<file path="src/rtl/sfc_pkg.sv">
// ----------------------------------------------------------------------------
// sfc_pkg: shared types and constants of the frame checker
// Control characters, status codes and the result record of one transfer.
// ----------------------------------------------------------------------------
package sfc_pkg;

    // Framing control characters.
    localparam logic [7:0] CH_SOH = 8'h01;
    localparam logic [7:0] CH_STX = 8'h02;
    localparam logic [7:0] CH_ETX = 8'h03;
    localparam logic [7:0] CH_EOT = 8'h04;

    // Frame status codes carried on the closing result.
    localparam logic [2:0] ST_INFRAME  = 3'd0;
    localparam logic [2:0] ST_GOOD     = 3'd1;
    localparam logic [2:0] ST_LONG     = 3'd2;
    localparam logic [2:0] ST_MISMATCH = 3'd3;
    localparam logic [2:0] ST_WIDTH    = 3'd4;

    // Frame length limit after reset.
    localparam logic [15:0] MAX_FRAME_RESET = 16'd256;

    // One result item.
    typedef struct packed {
        logic [7:0]  frame_byte;
        logic [15:0] position;
        logic        frame_end;
        logic [2:0]  status;
        logic        run_last;
    } result_t;

    // Up to two results caused by one input byte.
    typedef struct packed {
        logic    r0_valid;
        logic    r1_valid;
        result_t r0;
        result_t r1;
    } step_out_t;

    // Status of the output buffer seen by the input side.
    typedef struct packed {
        logic can_take;
        logic pending;
    } buf_stat_t;

endpackage

</file>
<file path="src/rtl/sfc_frame_fsm.sv">
// ----------------------------------------------------------------------------
// sfc_frame_fsm: frame parser and checksum checker
// Holds the frame state and works out the results of one byte combinationally.
// ----------------------------------------------------------------------------
module sfc_frame_fsm
    import sfc_pkg::*;
(
    input  logic        clk,
    input  logic        rst_n,
    input  logic        step_en,
    input  logic [7:0]  in_byte,
    input  logic [15:0] max_frame,
    output step_out_t   step_out
);

    localparam logic [1:0] PH_HUNT  = 2'd0;
    localparam logic [1:0] PH_HEAD  = 2'd1;
    localparam logic [1:0] PH_TEXT  = 2'd2;
    localparam logic [1:0] PH_CHECK = 2'd3;

    logic [1:0]  phase_reg, phase_next;
    logic [15:0] index_reg, index_next;
    logic [31:0] sum_reg, sum_next;
    logic [31:0] check_reg, check_next;
    logic [2:0]  digits_reg, digits_next;

    logic [31:0] masked_sum;
    logic        width_ok;

    // Value of a hex digit; any other character counts as zero.
    function automatic logic [3:0] hex_value(input logic [7:0] c);
        logic [3:0] v;
        v = 4'd0;
        if (c >= 8'h30 && c <= 8'h39) v = c[3:0];
        else if ((c >= 8'h41 && c <= 8'h46) || (c >= 8'h61 && c <= 8'h66))
            v = c[3:0] + 4'd9;
        return v;
    endfunction

    // Mask the text sum to the width given by the digit count.
    always_comb
    begin
        masked_sum = sum_reg;
        width_ok   = 1'b1;
        case (digits_reg)
            3'd1:    masked_sum = {24'd0, sum_reg[7:0]};
            3'd2:    masked_sum = {16'd0, sum_reg[15:0]};
            3'd4:    masked_sum = sum_reg;
            default: width_ok = 1'b0;
        endcase
    end

    // Next state and results of the current byte.
    always_comb
    begin
        phase_next  = phase_reg;
        index_next  = index_reg;
        sum_next    = sum_reg;
        check_next  = check_reg;
        digits_next = digits_reg;
        step_out    = '0;

        if (phase_reg != PH_HUNT && index_reg >= max_frame)
        begin
            // The frame is full: close it, then rescan the byte for a start.
            step_out.r0_valid = 1'b1;
            step_out.r0 = '{frame_byte: in_byte, position: index_reg,
                            frame_end: 1'b1, status: ST_LONG,
                            run_last: (in_byte != CH_SOH)};
            phase_next = PH_HUNT;
            index_next = 16'd0;
            if (in_byte == CH_SOH)
            begin
                step_out.r1_valid = 1'b1;
                step_out.r1 = '{frame_byte: in_byte, position: 16'd0,
                                frame_end: 1'b0, status: ST_INFRAME,
                                run_last: 1'b1};
                phase_next  = PH_HEAD;
                index_next  = 16'd1;
                sum_next    = 32'd0;
                check_next  = 32'd0;
                digits_next = 3'd0;
            end
        end
        else
        begin
            unique case (phase_reg) inside
                PH_HUNT:
                begin
                    if (in_byte == CH_SOH)
                    begin
                        step_out.r0_valid = 1'b1;
                        step_out.r0 = '{frame_byte: in_byte, position: 16'd0,
                                        frame_end: 1'b0, status: ST_INFRAME,
                                        run_last: 1'b1};
                        phase_next  = PH_HEAD;
                        index_next  = 16'd1;
                        sum_next    = 32'd0;
                        check_next  = 32'd0;
                        digits_next = 3'd0;
                    end
                end
                PH_HEAD, PH_TEXT, PH_CHECK:
                begin
                    step_out.r0_valid = 1'b1;
                    step_out.r0 = '{frame_byte: in_byte, position: index_reg,
                                    frame_end: 1'b0, status: ST_INFRAME,
                                    run_last: 1'b1};
                    index_next = index_reg + 16'd1;
                    if (phase_reg == PH_HEAD)
                    begin
                        if (in_byte == CH_STX) phase_next = PH_TEXT;
                    end
                    else if (phase_reg == PH_TEXT)
                    begin
                        if (in_byte == CH_ETX) phase_next = PH_CHECK;
                        else sum_next = sum_reg + {24'd0, in_byte};
                    end
                    else if (in_byte == CH_EOT)
                    begin
                        // End of frame: judge the checksum.
                        step_out.r0.frame_end = 1'b1;
                        if (!width_ok)
                            step_out.r0.status = ST_WIDTH;
                        else if (masked_sum == check_reg)
                            step_out.r0.status = ST_GOOD;
                        else
                            step_out.r0.status = ST_MISMATCH;
                        phase_next = PH_HUNT;
                        index_next = 16'd0;
                    end
                    else
                    begin
                        check_next = {check_reg[27:0], hex_value(in_byte)};
                        if (digits_reg != 3'd7) digits_next = digits_reg + 3'd1;
                    end
                end
                default:
                begin
                    phase_next = PH_HUNT;
                end
            endcase
        end
    end

    // Frame state registers, updated when a byte is consumed.
    always_ff @(posedge clk or negedge rst_n)
    begin
        if (!rst_n)
        begin
            phase_reg  <= PH_HUNT;
            index_reg  <= 16'd0;
            sum_reg    <= 32'd0;
            check_reg  <= 32'd0;
            digits_reg <= 3'd0;
        end
        else if (step_en)
        begin
            phase_reg  <= phase_next;
            index_reg  <= index_next;
            sum_reg    <= sum_next;
            check_reg  <= check_next;
            digits_reg <= digits_next;
        end
    end

endmodule

</file>
<file path="src/rtl/sfc_out_buf.sv">
// ----------------------------------------------------------------------------
// sfc_out_buf: two-entry result register for the output stream
// Takes one or two results at a time and hands them out in order.
// ----------------------------------------------------------------------------
module sfc_out_buf
    import sfc_pkg::*;
(
    input  logic        clk,
    input  logic        rst_n,
    input  logic        push,
    input  step_out_t   step_out,
    output buf_stat_t   stat,
    output logic        m_axis_tvalid,
    input  logic        m_axis_tready,
    output result_t     head
);

    logic    slot0_valid_reg;
    logic    slot1_valid_reg;
    result_t slot0_reg;
    result_t slot1_reg;
    logic    slot0_free;

    assign slot0_free    = !slot0_valid_reg || m_axis_tready;
    assign stat.can_take = slot0_free && !slot1_valid_reg;
    assign stat.pending  = slot1_valid_reg;
    assign m_axis_tvalid = slot0_valid_reg;
    assign head          = slot0_reg;

    // Valid bits: the second slot only ever drains into the first.
    always_ff @(posedge clk or negedge rst_n)
    begin
        if (!rst_n)
        begin
            slot0_valid_reg <= 1'b0;
            slot1_valid_reg <= 1'b0;
        end
        else if (slot1_valid_reg)
        begin
            if (slot0_free)
            begin
                slot0_valid_reg <= 1'b1;
                slot1_valid_reg <= 1'b0;
            end
        end
        else if (push && step_out.r0_valid)
        begin
            slot0_valid_reg <= 1'b1;
            slot1_valid_reg <= step_out.r1_valid;
        end
        else if (m_axis_tready)
        begin
            slot0_valid_reg <= 1'b0;
        end
    end

    // Result payload.
    always_ff @(posedge clk)
    begin
        if (slot1_valid_reg)
        begin
            if (slot0_free) slot0_reg <= slot1_reg;
        end
        else if (push && step_out.r0_valid)
        begin
            slot0_reg <= step_out.r0;
            slot1_reg <= step_out.r1;
        end
    end

endmodule

</file>
<file path="src/rtl/soh_stx_etx_eot_frame_checker_unit.sv">
// ----------------------------------------------------------------------------
// soh_stx_etx_eot_frame_checker_unit: SOH/STX/ETX/EOT frame checker
// Parses a received byte stream into frames and checks the text checksum.
// ----------------------------------------------------------------------------
// The unit accepts a new received byte every clock cycle. A byte passes an
// input register and the frame parser; its results enter the output register
// as it leaves the input register. A non-SOH byte outside a frame gives no
// result; a frame byte gives one result. An SOH that finds the frame full
// gives two results (the abort and the new frame start); the two-entry
// output register holds the input until the second drains. Output
// backpressure stalls the input. The user must write the frame length limit
// (cfg_wen/cfg_wdata) only while idle; the block does not enforce this.
module soh_stx_etx_eot_frame_checker_unit
    import sfc_pkg::*;
(
    input  logic        clk,
    input  logic        rst_n,
    input  logic        cfg_wen,
    input  logic [15:0] cfg_wdata,       // max_frame
    input  logic        s_axis_tvalid,
    output logic        s_axis_tready,
    input  logic [7:0]  s_axis_tdata,    // [7:0] rx_byte
    output logic        m_axis_tvalid,
    input  logic        m_axis_tready,
    output logic [31:0] m_axis_tdata,    // [7:0] frame_byte, [23:8] position,
                                         // [24] frame_end, [27:25] status, zero
    output logic        m_axis_tlast     // run_last
);

    logic        in_valid_reg;
    logic [7:0]  in_byte_reg;
    logic [15:0] max_frame_reg;
    logic        consume;
    step_out_t   step_out;
    buf_stat_t   buf_stat;
    result_t     head;

    // A byte leaves the input register when the output side can take its results.
    assign consume       = in_valid_reg && buf_stat.can_take;
    assign s_axis_tready = !in_valid_reg || consume;

    // Configuration register.
    always_ff @(posedge clk or negedge rst_n)
    begin
        if (!rst_n)
            max_frame_reg <= MAX_FRAME_RESET;
        else if (cfg_wen)
            max_frame_reg <= cfg_wdata;
    end

    // Input register valid bit.
    always_ff @(posedge clk or negedge rst_n)
    begin
        if (!rst_n)
            in_valid_reg <= 1'b0;
        else if (s_axis_tready)
            in_valid_reg <= s_axis_tvalid;
    end

    // Input register payload.
    always_ff @(posedge clk)
    begin
        if (s_axis_tvalid && s_axis_tready)
            in_byte_reg <= s_axis_tdata;
    end

    sfc_frame_fsm u_fsm (
        .clk       (clk),
        .rst_n     (rst_n),
        .step_en   (consume),
        .in_byte   (in_byte_reg),
        .max_frame (max_frame_reg),
        .step_out  (step_out)
    );

    sfc_out_buf u_buf (
        .clk           (clk),
        .rst_n         (rst_n),
        .push          (consume),
        .step_out      (step_out),
        .stat          (buf_stat),
        .m_axis_tvalid (m_axis_tvalid),
        .m_axis_tready (m_axis_tready),
        .head          (head)
    );

    // Output packing.
    assign m_axis_tdata = {4'd0, head.status, head.frame_end, head.position,
                           head.frame_byte};
    assign m_axis_tlast = head.run_last;

    // A held second result always sits behind a valid first one.
    assert property (@(posedge clk) disable iff (!rst_n)
        buf_stat.pending |-> m_axis_tvalid)
        else $error("second result held without a first");

    // The input only stalls while it holds a byte.
    assert property (@(posedge clk) disable iff (!rst_n)
        !s_axis_tready |-> in_valid_reg)
        else $error("input stalled while empty");

    // Only a closing result carries a frame status.
    assert property (@(posedge clk) disable iff (!rst_n)
        (m_axis_tvalid && !m_axis_tdata[24]) |-> (m_axis_tdata[27:25] == ST_INFRAME))
        else $error("status on a result that does not close the frame");

    // A frame opens at position zero with the start byte.
    assert property (@(posedge clk) disable iff (!rst_n)
        (m_axis_tvalid && m_axis_tdata[23:8] == 16'd0 && !m_axis_tdata[24])
            |-> (m_axis_tdata[7:0] == CH_SOH))
        else $error("frame start without a start byte");

endmodule

</file>
<file path="config.mk">
export PLATFORM = sky130hd
export DESIGN_NAME = soh_stx_etx_eot_frame_checker_unit
export DESIGN_NICKNAME = d
export VERILOG_FILES = /design/src/rtl/sfc_pkg.sv /design/src/rtl/sfc_frame_fsm.sv /design/src/rtl/sfc_out_buf.sv /design/src/rtl/soh_stx_etx_eot_frame_checker_unit.sv
export SDC_FILE = /design/constraint.sdc
export NUM_CORES = 1
export LEC_CHECK = 0
export BUFFER_PORTS_ARGS = -buffer_cell sky130_fd_sc_hd__buf_2
export CAP_MARGIN = 20
export CORE_AREA = 2 2 189 117
export DETAILED_ROUTE_END_ITERATION = 8
export DIE_AREA = 0 0 191 119
export GPL_ROUTABILITY_DRIVEN = 0
export PLACE_DENSITY = 0.68
export SLEW_MARGIN = 15
export SYNTH_ARGS = -nofsm -noshare
export SYNTH_HDL_FRONTEND = slang
export SYNTH_SLANG_ARGS = --single-unit
</file>
<file path="constraint.sdc">
create_clock -name clk -period 2.8 [get_ports clk]
set_input_delay 0.28 -clock clk [delete_from_list [all_inputs] [get_ports clk]]
set_output_delay 0.28 -clock clk [all_outputs]
set_load 0.02 [all_outputs]
</file>
==> flow_metrics.env, run 1 <==
export IMPL_vias=6948
export IMPL_viasPerCell=5.63
export IMPL_cts_tree="built"
export IMPL_die_w_um=191
export IMPL_row_count=42
export IMPL_finalPower_mw=9.89
export IMPL_root_buffer="clkbuf_16"
export IMPL_dp_cells=1199
export IMPL_combPwrFrac_pct=41.8
export IMPL_ant_nets=0
export IMPL_synth_main_ff_cell="dfrtp_1"
export IMPL_gr_total_overflow=0
export IMPL_cts_sinks=150
export IMPL_seq_area_frac_synth_pct=48.3
export IMPL_finalCriticalPeriod_ns=2.71
export IMPL_start_util_pct=38.8
export IMPL_final_max_slew_viol_count=0
export IMPL_core_um2=21300
export IMPL_slew_headroom_pct=59.0
export IMPL_p_int_mw=5.97
export IMPL_clk_pin_slew_ns=0.07
export IMPL_synthesis_area_um2=8250
export IMPL_insertion_delay_ns=0.44
export IMPL_ys_ff_latch=150
export IMPL_worstPathRequired_ns=3.15
export IMPL_clockPowerShare_pct=23.3
export IMPL_startpoint_type="flip-flop"
export IMPL_diodes=0
export IMPL_dieArea_um2=22700
export IMPL_critPathSlowestCell="dfstp_2"
export IMPL_routed_wl_um=22300
export IMPL_yosysMostFrequentCell="dfrtp_1"
export IMPL_drt_iter0_markers=591
export IMPL_cts_inserted_buffers=17
export IMPL_htree_levels=4
export IMPL_drt_pre_antenna_iters=5
export IMPL_grt_pass1_vias=6420
export IMPL_worstSetupPathType="reg -> reg"
export IMPL_arrival_ns=3.06
export IMPL_worst_pin_slew_ns=0.612
export IMPL_finalInstanceArea_um2=10000
export IMPL_synth_top_cell_by_area="dfrtp_1"
export IMPL_irDropWorstVdd_mv=0.532
export IMPL_syn_inst=821
export IMPL_cts_buffer_depth=2
export IMPL_wl_per_cell_um=18.0
export IMPL_power_density_nw_per_um2=985
export IMPL_max_clock_freq_ghz=0.369
export IMPL_grt_first_pass_wirelength_um=35600
export IMPL_yosys_top_cells_count="dfrtp_1 (103), nand2_1 (89), o21ai_0 (59)"
export IMPL_area_delta_synth_final_pct=21.7
export IMPL_hold_viol=0
export IMPL_critPathCaptureType="flip-flop"
export IMPL_drc_errors=0
export IMPL_slowest_delay_ns=0.52
export IMPL_setup_viol=0
export IMPL_status="completed"
export IMPL_drive_gt1_share_pct=20.8
export IMPL_maxCapViolCount=0
export IMPL_synth_cell_types=79
export IMPL_synth_edf_count=46
export IMPL_synth_top_cell_area_share_pct=31.2
export IMPL_cp_max_fo=15
export IMPL_leakage_nw=4.33
export IMPL_grt_total_usage_pct=20.3
export IMPL_fin_nets=1006
export IMPL_finalCritPeriodShare_pct=96.7
export IMPL_swShare_pct=39.6
export IMPL_boundaryPins=64
export IMPL_antenna_found_initial=0
export IMPL_hold_path_class="in -> reg"
export IMPL_synth_warnings=0
export IMPL_grt_max_degree=48
export IMPL_p_seq_share_pct=34.9
export IMPL_die_h_um=119
export IMPL_final_cells=1235
export IMPL_p_sw_mw=3.92
export IMPL_hpwlAfterDp_um=16100
export IMPL_dpl_cell_area_um2=9320
export IMPL_path_cells="inv_1, ha_1, and4_1, nor2b_1, o31a_1, a211o_4, a21o_1, buf_4, or3_1, o21ai_0"
export IMPL_synthTopCellsByArea="dfrtp_1 (31%), edfxtp_1 (17%), ha_1 (6.1%)"
export IMPL_ys_async_sr_fraction_pct=69.3
export IMPL_numPortBuffers=59
export IMPL_skew_ns=0.0127
export IMPL_syn_area_per_cell_um2=10.1
-- worst paths after layout --
kind / slack [ns] / to / depth (start not counted) / from
worst max-delay path: 0.09 / u_fsm.sum_reg[16] / 10 / max_frame_reg[8]
worst min-delay path: 0.02 / in_byte_reg[6] / 1 / s_axis_tdata[6]
worst max register to register: 0.09 / u_fsm.sum_reg[16] / 10 / max_frame_reg[8]
worst min register to register: 0.49 / u_buf.m_axis_tvalid / 2 / u_buf.slot1_valid_reg
max in group asynchronous: 1.67 / max_frame_reg[8] / 3 / rst_n
min in group asynchronous: 0.36 / u_fsm.sum_reg[3] / 2 / rst_n
-- worst max-delay path: cells and delay by family (launching register included) --
family / cells / cell delay [ns]
buf+inv: 2 / 0.22
flops: 1 / 0.52
compound gates: 4 / 0.90
fa+ha+maj: 1 / 0.27
simple gates: 3 / 0.71
-- logic make-up after synthesis --
logic type,share of synthesized area [%]
xor gates and xnor gates,2.55
adders and majority gates,6.31
AOI/OAI and AO/OA,21.1
DFF,48.3
muxes,0.394
other,0.0454
and+or+nand+nor,17.1
buffers and inverters,4.17
-- power groups by stage --
stage                     logic (mW)  clock network (mW)  registers (mW)
after global placement          3.86                   0            3.45
after detailed placement        3.93                   0            3.47
after global routing            4.49                2.44            3.53
final                           4.14                2.30            3.45
after floorplan                 2.48                   0            3.47
after CTS                       3.96                2.32            3.44
-- through the flow --
step | TNS [ns] | util, % | setup slack [ns] | hold WS (ns)
after floorplan | 0 | - | 0.201 | -0.0156
after global placement | 0 | 43.8 | 0.0726 | 0.290
final | 0 | 47.2 | 0.0928 | 0.0213
after CTS | 0 | 46.6 | 0.0686 | 0.00364
after detailed placement | 0 | 43.8 | 0.0292 | 0.295
after global routing | -0.0260 | 47.2 | -0.0102 | 0.00666
-- area by class of cell --
type | instances | area, um2
Clock buffer | 22 | 497
Clock inverter | 10 | 90.1
Fill cell | 1982 | 11200
Inverter | 40 | 150
Multi-Input combinational cell | 598 | 4070
Sequential cell | 150 | 3990
Tap cell | 286 | 358
Timing Repair Buffer | 129 | 896
-- what timing repair did --
action / CTS / global route
hold buffers: 1 / 0
setup buffers: 0 / 2
endpoints found under the setup margin: 1 / 77
gates resized for setup: 1 / 24
gates cloned: 0 / 1
hold endpoints to repair: 34 / 0
pin swaps: 0 / 5
-- cell usage in the layout (no fill, tap or decap), types with 6 or more instances in the layout --
cell type	instances
dfrtp_1	103
nand2_1	88
buf_4	63
o21ai_0	58
buf_2	58
edfxtp_1	46
nor2_1	44
inv_1	39
ha_1	39
a22o_1	37
nand3_1	31
a21oi_1	25
a31oi_1	24
nor3_1	22
and2_1	19
clkbuf_16	19
xnor2_1	14
o32ai_1	13
xor2_1	10
conb_1	10
o31ai_1	9
a21o_1	9
or3_1	8
nor4_1	7
nor4bb_1	7
nand4_1	6
and3_1	6
a41oi_1	6
nand2b_1	6
a22oi_1	6
-- layer usage --
layer,wire (um),GRT usage (%),vias up
met3,2010,5.89,18
met5,0,0,-
met2,8680,26.2,268
met1,11400,32.4,3378
met4,200,4.75,0
li1,-,-,3284
Note: power is estimated with default switching activity, not from simulation.
==> inputs of run 2 (changes only) <==
- CORE_AREA: 2 2 189 117 -> 2 2 162 100
- DIE_AREA: 0 0 191 119 -> 0 0 164 102
- MAX_ROUTING_LAYER: unset -> met4
- PLACE_DENSITY: 0.68 -> 0.86
==> flow_metrics.env, run 2 (synthesis gave the netlist of run 1 again) <==
export IMPL_clk_pin_slew_ns=0.07
export IMPL_die_w_um=164
export IMPL_drive_gt1_share_pct=20.8
export IMPL_ant_nets=0
export IMPL_power_density_nw_per_um2=995
export IMPL_critPathCaptureType="flip-flop"
export IMPL_drt_pre_antenna_iters=7
export IMPL_cts_buffer_depth=2
export IMPL_cp_max_fo=5
export IMPL_setup_ws_ns=0.0394
export IMPL_hold_viol=0
export IMPL_arrival_ns=3.10
export IMPL_grt_first_pass_wirelength_um=36400
export IMPL_max_clock_freq_ghz=0.362
export IMPL_fillers=1097
export IMPL_p_sw_mw=4.00
export IMPL_antenna_found_initial=0
export IMPL_diodes=0
export IMPL_start_util_pct=54.3
export IMPL_die_h_um=102
export IMPL_final_core_util_pct=65.4
export IMPL_vias=7415
export IMPL_skew_ns=0.0168
export IMPL_p_int_mw=5.89
export IMPL_root_buffer="clkbuf_16"
export IMPL_grt_total_usage_pct=29.0
export IMPL_p_seq_share_pct=35.1
export IMPL_combPwrFrac_pct=42.4
export IMPL_fin_nets=1005
export IMPL_drc_errors=0
export IMPL_clockPowerShare_pct=22.5
export IMPL_swShare_pct=40.5
export IMPL_core_um2=15200
export IMPL_routed_wl_um=23000
export IMPL_multiInputGateArea_um2=4110
export IMPL_grt_pass1_vias=7038
export IMPL_grt_max_degree=44
export IMPL_gr_total_overflow=0
export IMPL_worstPathRequired_ns=3.14
export IMPL_htree_levels=4
export IMPL_numPortBuffers=59
export IMPL_final_cell_mix="dfrtp_1 (103), nand2_1 (89), buf_4 (63)"
export IMPL_viasPerCell=6.44
export IMPL_hold_path_class="in -> reg"
export IMPL_worstSetupPathType="reg -> reg"
export IMPL_slew_headroom_pct=58.5
export IMPL_final_max_slew_viol_count=0
export IMPL_irDropWorstVdd_mv=0.499
export IMPL_worst_pin_slew_ns=0.616
export IMPL_row_count=35
export IMPL_mostFrequentLayoutCell="dfrtp_1"
export IMPL_register_area_um2=3990
export IMPL_insertion_delay_ns=0.44
export IMPL_finalCriticalPeriod_ns=2.76
export IMPL_maxCapViolCount=0
export IMPL_drt_iter0_markers=905
export IMPL_hpwlAfterDp_um=15400
export IMPL_status="completed"
export IMPL_post_place_ws_ns=0.0331
export IMPL_cts_inserted_buffers=17
export IMPL_boundaryPins=64
export IMPL_area_delta_synth_final_pct=20.4
export IMPL_wl_per_cell_um=20.0
export IMPL_leakage_nw=4.31
export IMPL_dieArea_um2=16700
export IMPL_cts_sinks=150
export IMPL_setup_viol=0
export IMPL_cts_tree="built"
export IMPL_finalCritPeriodShare_pct=98.6
export IMPL_startpoint_type="flip-flop"
[run 2: routing by layer]
layer / vias to the layer above / routed length, um / GRT usage, %
li1: 3283 / - / -
met1: 3598 / 9920 / 41.1
met2: 480 / 9980 / 41.1
met3: 54 / 2730 / 7.95
met4: 0 / 406 / 8.10
met5: - / 0 / -
[run 2: power groups by stage]
stage | logic [mW] | registers (mW) | clock network [mW]
finish | 4.19 | 3.47 | 2.23
global route | 4.50 | 3.53 | 2.31
CTS | 3.87 | 3.44 | 2.23
detailed placement | 3.80 | 3.45 | 0
global placement | 3.66 | 3.42 | 0
floorplan | 2.48 | 3.47 | 0
[run 2: timing repair]
| item | 4_1_cts | 5_1_grt |
|---|---|---|
| gates cloned | 0 | 1 |
| setup endpoints to repair | 33 | 111 |
| buffers inserted | 0 | 8 |
| hold buffers | 1 | 0 |
| pin swaps | 0 | 10 |
| hold endpoints to repair | 40 | 0 |
| resized for setup | 1 | 35 |
[run 2: path summary, 6_finish.rpt]
path / slack [ns] / cells after the start / from / end
min reg2reg: 0.50 / 2 / u_buf.slot1_valid_reg / u_buf.m_axis_tvalid
min in group asynchronous: 0.39 / 2 / rst_n / u_fsm.sum_reg[0]
max reg2reg: 0.04 / 10 / max_frame_reg[8] / u_fsm.index_reg[7]
min: 0.02 / 1 / s_axis_tdata[2] / in_byte_reg[2]
max in group asynchronous: 1.59 / 3 / rst_n / u_fsm.check_reg[14]
max: 0.04 / 10 / max_frame_reg[8] / u_fsm.index_reg[7]
[run 2: critical path: stages, from the launching register on]
cell and delay [ns]:
dfstp_2 0.53, inv_1 0.06, ha_1 0.27, and4_4 0.19
nor2b_2 0.16, o31ai_2 0.28, o211ai_1 0.25, buf_4 0.20
or3_4 0.34, buf_8 0.15, o31ai_4 0.22
[run 2: metrics by stage]
stage / std cells / area (um2) / hold slack [ns] / power [mW] / TNS, ns
after floorplan: 830 / 8290 / -0.0156 / 5.95 / 0
after global placement: 1109 / 9140 / 0.309 / 7.09 / 0
after detailed placement: 1109 / 9140 / 0.315 / 7.25 / 0
after CTS: 1142 / 9730 / 0.0246 / 9.53 / 0
after global routing: 1151 / 9940 / 0.0212 / 10.3 / -0.508
final: 1151 / 9940 / 0.0240 / 9.89 / 0
[run 2: cell type report]
cell class,count,share of cell area (%)
Multi-Input combinational cell,598,41.3
Sequential cell,150,40.1
Timing Repair Buffer,128,8.76
Clock buffer,21,4.90
Tap cell,203,2.56
Inverter,40,1.51
Clock inverter,11,0.856
